--- config.mk ---
export PLATFORM = sky130hd
export DESIGN_NAME = four_lane_memory_coalescer_flat
export DESIGN_NICKNAME = d
export VERILOG_FILES = /design/src/rtl/fmc_pkg.sv /design/src/rtl/fmc_chan_if.sv /design/src/rtl/fmc_lane_buf.sv /design/src/rtl/fmc_select.sv /design/src/rtl/four_lane_memory_coalescer.sv /design/src/flat_wrapper.sv
export SDC_FILE = /design/constraint.sdc
export NUM_CORES = 2
export LEC_CHECK = 0
export BUFFER_PORTS_ARGS = -buffer_cell sky130_fd_sc_hd__buf_2
export CAP_MARGIN = 25
export CELL_PAD_IN_SITES_DETAIL_PLACEMENT = 0
export CELL_PAD_IN_SITES_GLOBAL_PLACEMENT = 1
export CORE_ASPECT_RATIO = 1.75
export CORE_MARGIN = 2
export CORE_UTILIZATION = 29
export CTS_CLUSTER_SIZE = 28
export DETAILED_ROUTE_END_ITERATION = 10
export GPL_TIMING_DRIVEN = 0
export PLACE_DENSITY_LB_ADDON = 0.1
export SLEW_MARGIN = 40
export SYNTH_ARGS = -nofsm -noshare
export SYNTH_HDL_FRONTEND = slang
export SYNTH_SLANG_ARGS = --single-unit
export TNS_END_PERCENT = 20
--- constraint.sdc ---
create_clock -name clk -period 24.6 [get_ports clk]
set_input_delay 2.46 -clock clk [delete_from_list [all_inputs] [get_ports clk]]
set_output_delay 2.46 -clock clk [all_outputs]
set_load 0.05 [all_outputs]
--- src/rtl/fmc_pkg.sv ---
// Shared types and constants of the four-lane memory coalescer.
`timescale 1ns / 1ps
`default_nettype none

package fmc_pkg;

	localparam int MAX_LANES  = 4;
	localparam int DEF_LANES  = 4;
	localparam int LINE_WORDS = 8;
	localparam int DATA_W     = 32;
	localparam int BE_W       = 4;
	localparam int WORD_IDX_W = $clog2(LINE_WORDS);
	localparam int LINE_OFF_W = WORD_IDX_W + 2;
	localparam int LINE_W     = DATA_W - LINE_OFF_W;

	typedef enum logic [1:0] {
		PH_COLLECT = 2'd0,
		PH_ISSUE   = 2'd1,
		PH_WAIT    = 2'd2
	} phase_t;

	// One step of the lane and memory side, as it enters the block.
	typedef struct packed {
		logic [7:0]  lane_flags;
		logic [15:0] lane_byte_enables;
		logic [63:0] addr_lanes_01;
		logic [63:0] addr_lanes_23;
		logic [63:0] store_lanes_01;
		logic [63:0] store_lanes_23;
		logic [1:0]  mem_handshake;
		logic [63:0] line_words_01;
		logic [63:0] line_words_23;
		logic [63:0] line_words_45;
		logic [63:0] line_words_67;
	} step_t;

	// What the block drives for one step.
	typedef struct packed {
		logic [3:0]  lane_ready;
		logic [5:0]  request_flags;
		logic [31:0] request_line_address;
		logic [31:0] request_byte_enables;
		logic [63:0] request_words_01;
		logic [63:0] request_words_23;
		logic [63:0] request_words_45;
		logic [63:0] request_words_67;
		logic [3:0]  reply_valid;
		logic [63:0] reply_data_01;
		logic [63:0] reply_data_23;
	} result_t;

	// One buffered lane request.
	typedef struct packed {
		logic              is_store;
		logic [DATA_W-1:0] addr;
		logic [DATA_W-1:0] word;
		logic [BE_W-1:0]   be;
	} lane_t;

	// The coalesced line request picked in Collect.
	typedef struct packed {
		logic                                  any;
		logic                                  is_store;
		logic [LINE_W-1:0]                     line;
		logic [MAX_LANES-1:0]                  mask;
		logic [MAX_LANES-1:0][WORD_IDX_W-1:0]  word_idx;
		logic [LINE_WORDS-1:0][DATA_W-1:0]     words;
		logic [LINE_WORDS*BE_W-1:0]            be;
	} sel_t;

endpackage

`default_nettype wire

--- src/rtl/fmc_chan_if.sv ---
// Valid/ready channel that carries one payload per transaction.
`timescale 1ns / 1ps
`default_nettype none

interface fmc_chan_if #(
	parameter type payload_t = logic
) ();

	logic     valid;
	logic     ready;
	payload_t data;

	modport source (output valid, output data, input ready);
	modport sink (input valid, input data, output ready);

endinterface

`default_nettype wire

--- src/rtl/fmc_lane_buf.sv ---
// Per-lane request buffers: fill from free lanes, release on reply.
`timescale 1ns / 1ps
`default_nettype none

module fmc_lane_buf #(
	parameter int LANES = fmc_pkg::DEF_LANES
) (
	input  wire logic                   clk,
	input  wire logic                   arst_n,
	input  wire logic                   load,
	input  wire logic [fmc_pkg::MAX_LANES-1:0] req_valid,
	input  fmc_pkg::lane_t              req_lanes [fmc_pkg::MAX_LANES],
	input  wire logic [fmc_pkg::MAX_LANES-1:0] free,
	output logic [fmc_pkg::MAX_LANES-1:0]      full,
	output fmc_pkg::lane_t              lanes [fmc_pkg::MAX_LANES]
);

	for (genvar l = 0; l < fmc_pkg::MAX_LANES; l++) begin : g_lane
		if (l < LANES) begin : g_real
			logic                           full_q;
			logic                           store_q;
			logic [fmc_pkg::DATA_W-1:0]     addr_q;
			logic [fmc_pkg::DATA_W-1:0]     word_q;
			logic [fmc_pkg::BE_W-1:0]       be_q;
			logic                           take;

			// A request is only taken by a lane that was empty at the start of the step.
			assign take = load && req_valid[l] && !full_q;

			always_ff @(posedge clk or negedge arst_n) begin
				if (!arst_n) begin
					full_q  <= 1'b0;
					store_q <= 1'b0;
				end else if (load) begin
					if (take) begin
						full_q  <= 1'b1;
						store_q <= req_lanes[l].is_store;
					end else if (free[l]) begin
						full_q <= 1'b0;
					end
				end
			end

			always_ff @(posedge clk) begin
				if (take) begin
					addr_q <= req_lanes[l].addr;
					word_q <= req_lanes[l].word;
					be_q   <= req_lanes[l].be;
				end
			end

			assign full[l]           = full_q;
			assign lanes[l].is_store = store_q;
			assign lanes[l].addr     = addr_q;
			assign lanes[l].word     = word_q;
			assign lanes[l].be       = be_q;
		end else begin : g_absent
			assign full[l]  = 1'b0;
			assign lanes[l] = '0;
		end
	end

endmodule

`default_nettype wire

--- src/rtl/fmc_select.sv ---
// Collect logic: seed lane, matching lanes and the merged store line.
`timescale 1ns / 1ps
`default_nettype none

module fmc_select (
	input  wire logic [fmc_pkg::MAX_LANES-1:0] full,
	input  fmc_pkg::lane_t              lanes [fmc_pkg::MAX_LANES],
	output fmc_pkg::sel_t               sel
);

	always_comb begin
		logic                          found;
		logic [fmc_pkg::MAX_LANES-1:0] match;
		logic [fmc_pkg::LINE_WORDS-1:0] claimed;

		found   = 1'b0;
		match   = '0;
		claimed = '0;
		sel     = '0;

		// The lowest full lane sets line and direction.
		for (int l = 0; l < fmc_pkg::MAX_LANES; l++) begin
			if (full[l] && !found) begin
				found        = 1'b1;
				sel.is_store = lanes[l].is_store;
				sel.line     = lanes[l].addr[fmc_pkg::DATA_W-1:fmc_pkg::LINE_OFF_W];
			end
		end
		sel.any = found;

		for (int l = 0; l < fmc_pkg::MAX_LANES; l++) begin
			match[l] = found && full[l]
				&& (lanes[l].addr[fmc_pkg::DATA_W-1:fmc_pkg::LINE_OFF_W] == sel.line)
				&& (lanes[l].is_store == sel.is_store);
			if (match[l]) begin
				sel.word_idx[l] = lanes[l].addr[fmc_pkg::LINE_OFF_W-1:2];
			end
		end
		sel.mask = match;

		// For stores the lowest lane that addresses a word owns it.
		for (int w = 0; w < fmc_pkg::LINE_WORDS; w++) begin
			for (int l = 0; l < fmc_pkg::MAX_LANES; l++) begin
				if (match[l] && sel.is_store && !claimed[w]
					&& (sel.word_idx[l] == fmc_pkg::WORD_IDX_W'(w))) begin
					claimed[w]                       = 1'b1;
					sel.words[w]                     = lanes[l].word;
					sel.be[w*fmc_pkg::BE_W +: fmc_pkg::BE_W] = lanes[l].be;
				end
			end
		end
	end

endmodule

`default_nettype wire

--- src/rtl/four_lane_memory_coalescer.sv ---
// Top level of the four-lane memory coalescer.
// A step transaction's result passes through the input register, then the result register,
// and is offered on the result channel from there.
// Throughput: one step per cycle; the only limit is backpressure on the result channel.
// A stalled result holds in the result register while the input register keeps the next step.
// Reset (arst_n low, asynchronous): phase to Collect, all lane buffers empty, held request cleared,
// both pipeline stages empty. No clearing pass is needed.
`timescale 1ns / 1ps
`default_nettype none

module four_lane_memory_coalescer #(
	parameter int LANES = fmc_pkg::DEF_LANES
) (
	input  wire logic   clk,
	input  wire logic   arst_n,
	fmc_chan_if.sink    step,
	fmc_chan_if.source  result
);

	localparam logic [fmc_pkg::MAX_LANES-1:0] LANE_MASK =
		fmc_pkg::MAX_LANES'((1 << LANES) - 1);

	// Pipeline: step_s1 holds the accepted step, result_s2 holds the finished result.
	// A step is processed (state updated, result captured) when stage 1 holds one and
	// the result register is empty or being emptied in the same cycle.
	fmc_pkg::step_t   step_s1;
	logic             valid_s1;
	fmc_pkg::result_t result_s2;
	logic             valid_s2;
	logic             advance;

	assign advance    = valid_s1 && (!valid_s2 || result.ready);
	assign step.ready = !valid_s1 || advance;

	always_ff @(posedge clk or negedge arst_n) begin
		if (!arst_n) begin
			valid_s1 <= 1'b0;
		end else if (step.ready) begin
			valid_s1 <= step.valid;
		end
	end

	always_ff @(posedge clk) begin
		if (step.ready && step.valid) begin
			step_s1 <= step.data;
		end
	end

	// Split the stored step into per-lane requests and response words.
	fmc_pkg::lane_t                                       req_lanes [fmc_pkg::MAX_LANES];
	logic [fmc_pkg::LINE_WORDS-1:0][fmc_pkg::DATA_W-1:0] line_words;

	always_comb begin
		req_lanes[0].addr = step_s1.addr_lanes_01[31:0];
		req_lanes[1].addr = step_s1.addr_lanes_01[63:32];
		req_lanes[2].addr = step_s1.addr_lanes_23[31:0];
		req_lanes[3].addr = step_s1.addr_lanes_23[63:32];
		req_lanes[0].word = step_s1.store_lanes_01[31:0];
		req_lanes[1].word = step_s1.store_lanes_01[63:32];
		req_lanes[2].word = step_s1.store_lanes_23[31:0];
		req_lanes[3].word = step_s1.store_lanes_23[63:32];
		for (int l = 0; l < fmc_pkg::MAX_LANES; l++) begin
			req_lanes[l].is_store = step_s1.lane_flags[4 + l];
			req_lanes[l].be       = step_s1.lane_byte_enables[l*fmc_pkg::BE_W +: fmc_pkg::BE_W];
		end
	end

	assign line_words = {step_s1.line_words_67, step_s1.line_words_45,
		step_s1.line_words_23, step_s1.line_words_01};

	// Lane buffers and the Collect selection over their contents at the start of the step.
	logic [fmc_pkg::MAX_LANES-1:0] full;
	logic [fmc_pkg::MAX_LANES-1:0] free;
	fmc_pkg::lane_t                lanes [fmc_pkg::MAX_LANES];
	fmc_pkg::sel_t                 sel;

	fmc_lane_buf #(
		.LANES (LANES)
	) u_lane_buf (
		.clk       (clk),
		.arst_n    (arst_n),
		.load      (advance),
		.req_valid (step_s1.lane_flags[fmc_pkg::MAX_LANES-1:0]),
		.req_lanes (req_lanes),
		.free      (free),
		.full      (full),
		.lanes     (lanes)
	);

	fmc_select u_select (
		.full  (full),
		.lanes (lanes),
		.sel   (sel)
	);

	// Phase sequencer: Collect picks a line, Issue waits for the memory accept,
	// Wait holds until the response arrives and the replies go out.
	fmc_pkg::phase_t phase_q;
	fmc_pkg::phase_t phase_d;
	fmc_pkg::sel_t   held_q;
	logic            load_held;

	always_comb begin
		phase_d = phase_q;
		unique case (phase_q)
			fmc_pkg::PH_COLLECT: begin
				if (sel.any) phase_d = fmc_pkg::PH_ISSUE;
			end
			fmc_pkg::PH_ISSUE: begin
				if (step_s1.mem_handshake[0]) phase_d = fmc_pkg::PH_WAIT;
			end
			fmc_pkg::PH_WAIT: begin
				if (step_s1.mem_handshake[1]) phase_d = fmc_pkg::PH_COLLECT;
			end
			default: begin
				phase_d = phase_q;
			end
		endcase
	end

	fmc_pkg::result_t                              result_d;
	logic [fmc_pkg::MAX_LANES-1:0][fmc_pkg::DATA_W-1:0] reply;

	always_comb begin
		result_d  = '0;
		free      = '0;
		reply     = '0;
		load_held = 1'b0;
		result_d.lane_ready = ~full & LANE_MASK;
		unique case (phase_q)
			fmc_pkg::PH_COLLECT: begin
				load_held = sel.any;
			end
			fmc_pkg::PH_ISSUE: begin
				result_d.request_flags        = {held_q.mask, held_q.is_store, 1'b1};
				result_d.request_line_address = {held_q.line, fmc_pkg::LINE_OFF_W'(0)};
				result_d.request_byte_enables = held_q.be;
				result_d.request_words_01     = {held_q.words[1], held_q.words[0]};
				result_d.request_words_23     = {held_q.words[3], held_q.words[2]};
				result_d.request_words_45     = {held_q.words[5], held_q.words[4]};
				result_d.request_words_67     = {held_q.words[7], held_q.words[6]};
			end
			fmc_pkg::PH_WAIT: begin
				// Every lane in the held mask gets its reply and frees its buffer.
				if (step_s1.mem_handshake[1]) begin
					free                 = held_q.mask;
					result_d.reply_valid = held_q.mask;
					for (int l = 0; l < fmc_pkg::MAX_LANES; l++) begin
						if (held_q.mask[l] && !held_q.is_store) begin
							reply[l] = line_words[held_q.word_idx[l]];
						end
					end
				end
			end
			default: begin
				load_held = 1'b0;
			end
		endcase
		result_d.reply_data_01 = {reply[1], reply[0]};
		result_d.reply_data_23 = {reply[3], reply[2]};
	end

	always_ff @(posedge clk or negedge arst_n) begin
		if (!arst_n) begin
			phase_q <= fmc_pkg::PH_COLLECT;
			held_q  <= '0;
		end else if (advance) begin
			phase_q <= phase_d;
			if (load_held) begin
				held_q <= sel;
			end
		end
	end

	// Result register.
	always_ff @(posedge clk or negedge arst_n) begin
		if (!arst_n) begin
			valid_s2 <= 1'b0;
		end else if (advance) begin
			valid_s2 <= 1'b1;
		end else if (result.ready) begin
			valid_s2 <= 1'b0;
		end
	end

	always_ff @(posedge clk) begin
		if (advance) begin
			result_s2 <= result_d;
		end
	end

	assign result.valid = valid_s2;
	assign result.data  = result_s2;

`ifndef SYNTHESIS
	// Lanes of the outstanding line request stay buffered until their reply.
	a_held_lanes_full: assert property (@(posedge clk) disable iff (!arst_n)
		(phase_q != fmc_pkg::PH_COLLECT) |-> ((held_q.mask & ~full) == '0))
		else $error("held lane is not buffered");

	// An issued or pending line request always serves at least one lane.
	a_held_mask_nonempty: assert property (@(posedge clk) disable iff (!arst_n)
		(phase_q == fmc_pkg::PH_ISSUE || phase_q == fmc_pkg::PH_WAIT) |-> (held_q.mask != '0))
		else $error("line request without lanes");

	// A reply only goes to a lane that was holding a request.
	a_reply_to_busy_lane: assert property (@(posedge clk) disable iff (!arst_n)
		valid_s2 |-> ((result_s2.reply_valid & result_s2.lane_ready) == '0))
		else $error("reply to an empty lane");
`endif

endmodule

`default_nettype wire

--- src/flat_wrapper.sv ---
// flat-port wrapper written by rule: the top's interface ports become plain ports
module four_lane_memory_coalescer_flat 
#(
	parameter int LANES = fmc_pkg::DEF_LANES
)
  (clk, arst_n, step_valid, step_data, step_ready, result_valid, result_data, result_ready);
  fmc_chan_if #(.payload_t(fmc_pkg::step_t)) step_i ();
  fmc_chan_if #(.payload_t(fmc_pkg::result_t)) result_i ();
  input  wire logic clk;
  input  wire logic arst_n;
  input wire logic [$bits(step_i.valid)-1:0] step_valid;
  input wire logic [$bits(step_i.data)-1:0] step_data;
  output wire logic [$bits(step_i.ready)-1:0] step_ready;
  output wire logic [$bits(result_i.valid)-1:0] result_valid;
  output wire logic [$bits(result_i.data)-1:0] result_data;
  input wire logic [$bits(result_i.ready)-1:0] result_ready;
  assign step_i.valid = step_valid;
  assign step_i.data = step_data;
  assign step_ready = step_i.ready;
  assign result_valid = result_i.valid;
  assign result_data = result_i.data;
  assign result_i.ready = result_ready;
  four_lane_memory_coalescer #(.LANES(LANES)) u_core (.clk(clk), .arst_n(arst_n), .step(step_i), .result(result_i));
endmodule
==> After elaboration in Yosys (flattened, before gate mapping) <==
Index checks and enable logic that the tools add are counted.
{ "word_totals": {"reg_bits": 1616, "latch_bits": 0, "ramBits": 0, "mem_bits_ro": 0, "inputBits": 542, "out_inout_bits": 464, "wordCells": 387, "n_memories": 0} }
{ "op_classes": {"add_sub_neg": 0, "multipliers": 0, "div": 0, "n_lt_le_gt_ge": 4, "n_eq_ne": 41, "shift": 0, "muxes": 126, "n_bitwise": 1, "n_reduce_logical": 150} }
{ "ops": {"columns": ["operator", "count"], "rows": [
  ["32-bit two-way mux", 36],
  ["32-bit binary-select mux with 3-bit select", 4],
  ["321-bit two-way mux", 1],
  ["4-bit two-way mux", 34],
  ["28-bit two-way mux", 4],
  ["27-bit equality test", 4],
  ["1-bit logical AND", 89],
  ["3-bit equality test (second input constant)", 16],
  ["1-bit two-way mux", 39],
  ["1-bit logical NOT", 34],
  ["3-bit by 2-bit equality test with 1-bit output (second input constant)", 8],
  ["2-bit AND reduction", 9],
  ["3-bit by 4-bit less-than comparator with 1-bit output (second input constant)", 4],
  ["3-bit by 1-bit equality test with 1-bit output (second input constant)", 4],
  ["3-bit logical NOT", 4],
  ["3-bit two-way mux", 4],
  ["3-bit AND reduction", 4],
  ["2-bit nonzero test", 5],
  ["2-bit two-way mux", 3],
  ["2-bit by 1-bit != test with 1-bit output (second input constant)", 3],
  ["2-bit one-hot mux with 3 select lines", 1],
  ["5-bit AND reduction", 1],
  ["1-bit equality test", 4],
  ["4-bit NOT", 1],
  ["5 further kinds", 6]
]} }

==> Longest topological paths before layout <==
{ "logic_depth": {"word_depth": 29, "ltp_mapped": 16, "depth_no_buf": 9} }

==> By module <==
A second synthesis with hierarchy kept.
{ "hier_totals": {"hier_cells": 4531, "hier_area_um2": 71944.0} }
{ "by_module_without_submodules": {"columns": ["mod", "instances", "cells_per_inst", "area_each_um2", "seq_area_each_um2"], "rows": [
  ["four_lane_memory_coalescer", 1, 2571, 52429.0, 38286.7],
  ["fmc_select", 1, 1651, 10908.0, 0.0],
  ["fmc_lane_buf", 1, 309, 8607.0, 8368.0]
]} }

==> Worst setup path before layout <==
OpenSTA, ideal clock, no wires.
{ "synth_path": {"path_kind": "input to register", "start": "input result_ready", "end": "register u_core.u_lane_buf.g_lane[0].g_real.addr_q[10] (netlist bit) (enable)", "setup_ns": 0.433, "t_arrival_ns": 17.879, "t_required_ns": 24.167, "setup_slack_ns": 6.288, "stages": 5, "n_path_buf": 2, "cell_sequence": "nand2b_1 -> and2_1 -> clkbuf_1 -> clkbuf_1 -> and3_1"} }
{ "synth_via": {"elab_chain_cells": 4} }
{ "synth_lines": {"columns": ["item", "line", "text"], "rows": [
  ["start: declaration", "flat_wrapper.sv:16", "input wire logic [$bits(result_i.ready)-1:0] result_ready;"],
  ["1-bit logical OR", "four_lane_memory_coalescer.sv:32", "assign advance = valid_s1 && (!valid_s2 || result.ready);"],
  ["1-bit logical AND", "four_lane_memory_coalescer.sv:32", null],
  ["named net u_core.advance", "four_lane_memory_coalescer.sv:30", "logic advance;"],
  ["1-bit logical AND (2 in series)", "fmc_lane_buf.sv:28", "assign take = load && req_valid[l] && !full_q;"],
  ["named net u_core.u_lane_buf.g_lane[0].g_real.take", "fmc_lane_buf.sv:25", "logic take;"],
  ["end signal: assignment", "fmc_lane_buf.sv:46", "addr_q <= req_lanes[l].addr;"],
  ["end: declaration", "fmc_lane_buf.sv:22", "logic [fmc_pkg::DATA_W-1:0] addr_q;"]
]} }
The timed path passes the listed nets, and every way through them passes these cells.
A chain may end at the register's enable or synchronous reset.

==> Worst setup path in the final report <==
{ "layout_path": {"start": "register u_core.u_lane_buf.g_lane[1].g_real.full_q", "end": "register u_core.held_q[143] (netlist bit)"} }
{ "layout_via": {"elab_chain_cells": 27, "elab_cells_between_ends": 62, "cone_classes": "eq/ne: 12; mux: 18; reduce/logical: 32"} }
{ "layout_lines": {"columns": ["item", "line", "text"], "rows": [
  ["start: declaration", "fmc_lane_buf.sv:20", "logic full_q;"],
  ["start signal: assignment", "fmc_lane_buf.sv:32", "full_q <= 1'b0;"],
  ["start signal: assignment", "fmc_lane_buf.sv:36", "full_q <= 1'b1;"],
  ["start signal: assignment", "fmc_lane_buf.sv:39", "full_q <= 1'b0;"],
  ["1-bit logical AND", "fmc_select.sv:23", "if (full[l] && !found) begin"],
  ["1-bit two-way mux", "fmc_select.sv:23", null],
  ["1-bit logical NOT", "fmc_select.sv:23", null],
  ["1-bit logical AND", "fmc_select.sv:23", null],
  ["1-bit two-way mux", "fmc_select.sv:23", null],
  ["1-bit logical NOT", "fmc_select.sv:23", null],
  ["1-bit logical AND", "fmc_select.sv:23", null],
  ["28-bit two-way mux or 1-bit two-way mux (tied branches)", "fmc_select.sv:23", null],
  ["[11 not listed]", null, null],
  ["1-bit logical NOT", "fmc_select.sv:44", "if (match[l] && sel.is_store && !claimed[w]"],
  ["1-bit logical AND", "fmc_select.sv:44", null],
  ["1-bit logical AND", "fmc_select.sv:45", "&& (sel.word_idx[l] == fmc_pkg::WORD_IDX_W'(w))) begin"],
  ["1-bit two-way mux", "fmc_select.sv:44", null],
  ["1-bit logical NOT", "fmc_select.sv:44", null],
  ["1-bit logical AND", "fmc_select.sv:44", null],
  ["1-bit logical AND", "fmc_select.sv:45", null],
  ["32-bit two-way mux", "fmc_select.sv:44", null],
  ["end signal: assignment", "four_lane_memory_coalescer.sv:170", "held_q <= sel;"],
  ["end: declaration", "four_lane_memory_coalescer.sv:100", "fmc_pkg::sel_t held_q;"]
]} }
Several ways; a longest one is shown, not always the timed one.

==> impl_metrics.tcl <==
set metrics [dict create \
    async_flop_share_pct 21.6 \
    drtAntennaViolNets 0 \
    synth_cell_types 85 \
    cts-hold-fix-buffers 0 \
    muxShareOfSynthArea_pct 9.91 \
    core_sq_um 246000 \
    fin_nets 6967 \
    finalPower_mw 6.29 \
    io_pins 1006 \
    start_util_pct 29.2 \
    fp.dieW_um 380 \
    dp.cells 9522 \
    worstHoldEndpoint "u_core.u_lane_buf.g_lane[3].g_real.word_q[29]$_DFFE_PP_" \
    p_switching_mw 1.59 \
    grt_use_total_pct 28.9 \
    io_buffers 992 \
    use_met3_pct 8.01 \
    min_period_ns 6.57 \
    cts_max_path_buffers 4 \
    cts_resized 0 \
    grt_antenna_before_repair 123 \
    cts.sinks 1595 \
    final_area_sq_um 88600 \
    synth-seq-cells 1595 \
    whs_ns 0.412 \
    area_growth_pct 23.2 \
    grt_busiest_layer "met2" \
    cp_data_arrival_time_ns 7.31 \
    cts_tree "done" \
    cp_max_fo 10 \
    grt_pass1_wl_um 500000 \
    setup_viol 0 \
    path_class "reg -> reg" \
    synthAdderAreaFrac_pct 0.0696 \
    rows 241 \
    ir_worst_vdd_mv 0.0598 \
    wirelength_um 374000 \
    synth_top_family_by_area "compound AO/OA/AOI/OAI gates" \
    insertion_delay_ns 0.86 \
    syn_inst 5169 \
    slew_viol_final 0 \
    cts-root-buf "clkbuf_16" \
    worst_slew_pin_slew_ns 1.01 \
    combPwrFrac_pct 7.5 \
    maxSlewHeadroom_pct 32.8 \
    post_cts_buffers 0 \
    synth_top_flop_cell "edfxtp_1" \
    wl_per_cell_um 37.9 \
    hold_viol_final 0 \
    layout_setup_ws_ns 18.03 \
    hp-class "reg -> reg" \
    reg2reg_depth 13 \
    final_core_util_pct 36.0 \
    grt_pass1_vias 55800 \
    status "finished clean" \
    seqPwrFrac_pct 49.2 \
    placed_cell_area_sq_um 82800 \
    grt_start_max_net_pins 57 \
    cp-end-kind "flip-flop" \
    clkPwrFrac_pct 43.3 \
    r2r_slack_ns 18.03 \
    gp_congestion 0.953 \
    worstReg2RegStart "u_core.u_lane_buf.g_lane[1].g_real.full_q$_DFFE_PN0P_" \
    power_per_cell_area_nw_per_um2 71.0 \
    dieHeight_um 663 \
    instances_no_fill 9879 \
    critPathLaunchType "flip-flop" \
    skew_ns 0.0336 \
    vias 54500 \
    drc_errors 0 \
    internal_power_mw 4.70 \
    met1_usage_pct 31.3 \
    p_leak_nw 32.0 \
    syn_area_sq_um 71900 \
    setup_tns_ns 0 \
    ys_warn_count 0 \
    synth-xor-area-share_pct 0.122 \
    htree_num_levels 4 \
    synth.avg_cell_area_sq_um 13.9 \
    cts_made_buffers 176 \
    worstHoldStart "u_core.req_lanes[33]$_DFFE_PP_" \
    p_sw_share_pct 25.3 \
    drt_pre_antenna_iters 8 \
    maxCapViolations 0 \
    dp_hpwl_um 287000 \
    grt_overflow 0 \
    cp.required_ns 25.34 \
    layout-drive-gt1-share_pct 29.7 \
    hold_path_depth 0 \
    die_area_sq_um 252000 \
    via_per_inst 5.52 \
    rsz0062_at_grt "false" \
    r2r_end "u_core.held_q[143]$_DFFE_PN0P_" \
    met2_usage_pct 50.7 \
    fmax_mhz 152 \
    dp_slack_ns 17.97 \
    clkTransAtPathRegs_ns 0.07 \
    drtIter0Drc 5503 \
    synth_compound_area_share_pct 11.0 \
    synth_edf_count 1251 \
    yosys.area_share.simple_pct 11.0 \
    min_period_over_period_pct 26.7 \
    yosysSeqAreaShare_pct 64.2 \
]
how the worst max path moves through the flow:
stage	from	to	slack, ns	cells past startpoint
6_report	u_core.u_lane_buf.g_lane[1].g_real.full_q$_DFFE_PN0P_	u_core.held_q[143]$_DFFE_PN0P_	18.03	13
5_1_grt	u_core.u_lane_buf.g_lane[1].g_real.full_q$_DFFE_PN0P_	u_core.held_q[150]$_DFFE_PN0P_	18.04	13
4_1_cts	u_core.u_lane_buf.g_lane[1].g_real.full_q$_DFFE_PN0P_	u_core.held_q[147]$_DFFE_PN0P_	17.97	13
3_5_place_dp	u_core.u_lane_buf.g_lane[1].g_real.full_q$_DFFE_PN0P_	u_core.held_q[147]$_DFFE_PN0P_	17.97	13
3_3_place_gp	result_ready	u_core.u_lane_buf.g_lane[0].g_real.store_q$_DFFE_PN0P_	-5.90	8
2_1_floorplan	result_ready	u_core.u_lane_buf.g_lane[0].g_real.addr_q[10]$_DFFE_PP_	6.29	5
sequential cells by signal (all words and copies together), names as in the netlist, 2 cells and up:
register / flops
u_core.held_q: 332
u_core.u_lane_buf.g_lane.g_real.full_q: 4
u_core.line_words: 256
u_core.result.data: 457
u_core.step_s1: 6
u_core.u_lane_buf.g_lane.g_real.be_q: 16
u_core.u_lane_buf.g_lane.g_real.store_q: 4
u_core.req_lanes: 268
u_core.u_lane_buf.g_lane.g_real.word_q: 128
u_core.phase_q: 2
u_core.u_lane_buf.g_lane.g_real.addr_q: 120
power groups by stage:
stage	clock network [mW]	logic [mW]	registers (mW)
final	2.73	0.471	3.09
after global routing	2.88	0.493	3.10
after CTS	2.79	0.476	3.09
after detailed placement	0	0.476	3.15
after global placement	0	0.448	3.26
after floorplan	0	0.109	3.35
layer usage:
metal | vias up | part of all wire [%] | wire, um
met2 | 2943 | 50 | 187000
met4 | 90 | 6.6 | 24800
met1 | 27800 | 35 | 132000
met3 | 804 | 7.9 | 29700
met5 | - | 0.15 | 572
li1 | 22900 | - | -
Yosys cell counts (37+ instances only):
| library cell | n | share of area [%] |
|---|---|---|
| a21oi_1 | 128 | 0.89 |
| a221oi_1 | 201 | 2.4 |
| a221oi_2 | 60 | 1.3 |
| a222oi_1 | 72 | 1.0 |
| a31oi_1 | 128 | 1.1 |
| and2_1 | 333 | 2.9 |
| buf_1 | 62 | 0.32 |
| buf_2 | 45 | 0.31 |
| clkbuf_1 | 382 | 2.0 |
| dfrtp_1 | 344 | 12 |
| edfxtp_1 | 1251 | 52 |
| inv_1 | 113 | 0.59 |
| mux2i_1 | 130 | 1.8 |
| mux4_2 | 256 | 8.0 |
| nand2_1 | 288 | 1.5 |
| nand3_1 | 124 | 0.86 |
| nand4_1 | 152 | 1.3 |
| nor2_1 | 385 | 2.0 |
| nor4b_1 | 72 | 0.88 |
| o21ai_0 | 160 | 1.1 |
| o22ai_1 | 80 | 0.70 |
| o41ai_1 | 37 | 0.45 |
cells in the final DEF (no fill, tap or decap), drive strengths merged, types with 38 or more instances in the layout:
cell,instances
a21oi,128
buf,1193
nand2,288
o22ai,80
mux4,256
nor2,385
a31oi,128
clkbuf,618
o221a,38
a221oi,261
clkinv,56
mux2i,130
and2,333
o21ai,165
nand4,154
nor4b,73
edfxtp,1251
inv,124
dfrtp,344
diode,47
a222oi,72
nand3,124
worst max-delay path, cell delays in order (launching register included):
cell      delay [ns]
dfrtp_1         0.63
buf_2           0.37
clkbuf_1        0.57
nand3b_1        0.21
a22o_1          0.42
o32ai_1         0.21
or4_1           0.62
nor4_1          0.40
nand4b_1        0.42
a211oi_1        0.78
buf_2           0.41
nand3_2         0.52
clkbuf_2        0.59
o22ai_1         0.26
kinds of logic (layout without fill, tap and decap cells):
group                      after synthesis  after routing
DFF                                   1595           1595
xor gates and xnor gates                10             10
other                                    1             52
buffers and inverters                  638           2017
AOI/OAI and AO/OA                     1024           1024
muxes                                  391            391
adders and majority gates                4              4
and+or+nand+nor                       1506           1506
area by class of cell:
type                       instances  area, sq um
antenna                           47          118
buffer                           524         2350
clock buffer                     217         4630
clock inverter                    92         1010
fill                           24200       158000
inverter                         114          428
multi-input combinational       2940        23400
sequential                      1595        46200
tap                             3280         4100
timing repair buffer            1070         6340
(Power assumes the default switching activity.)
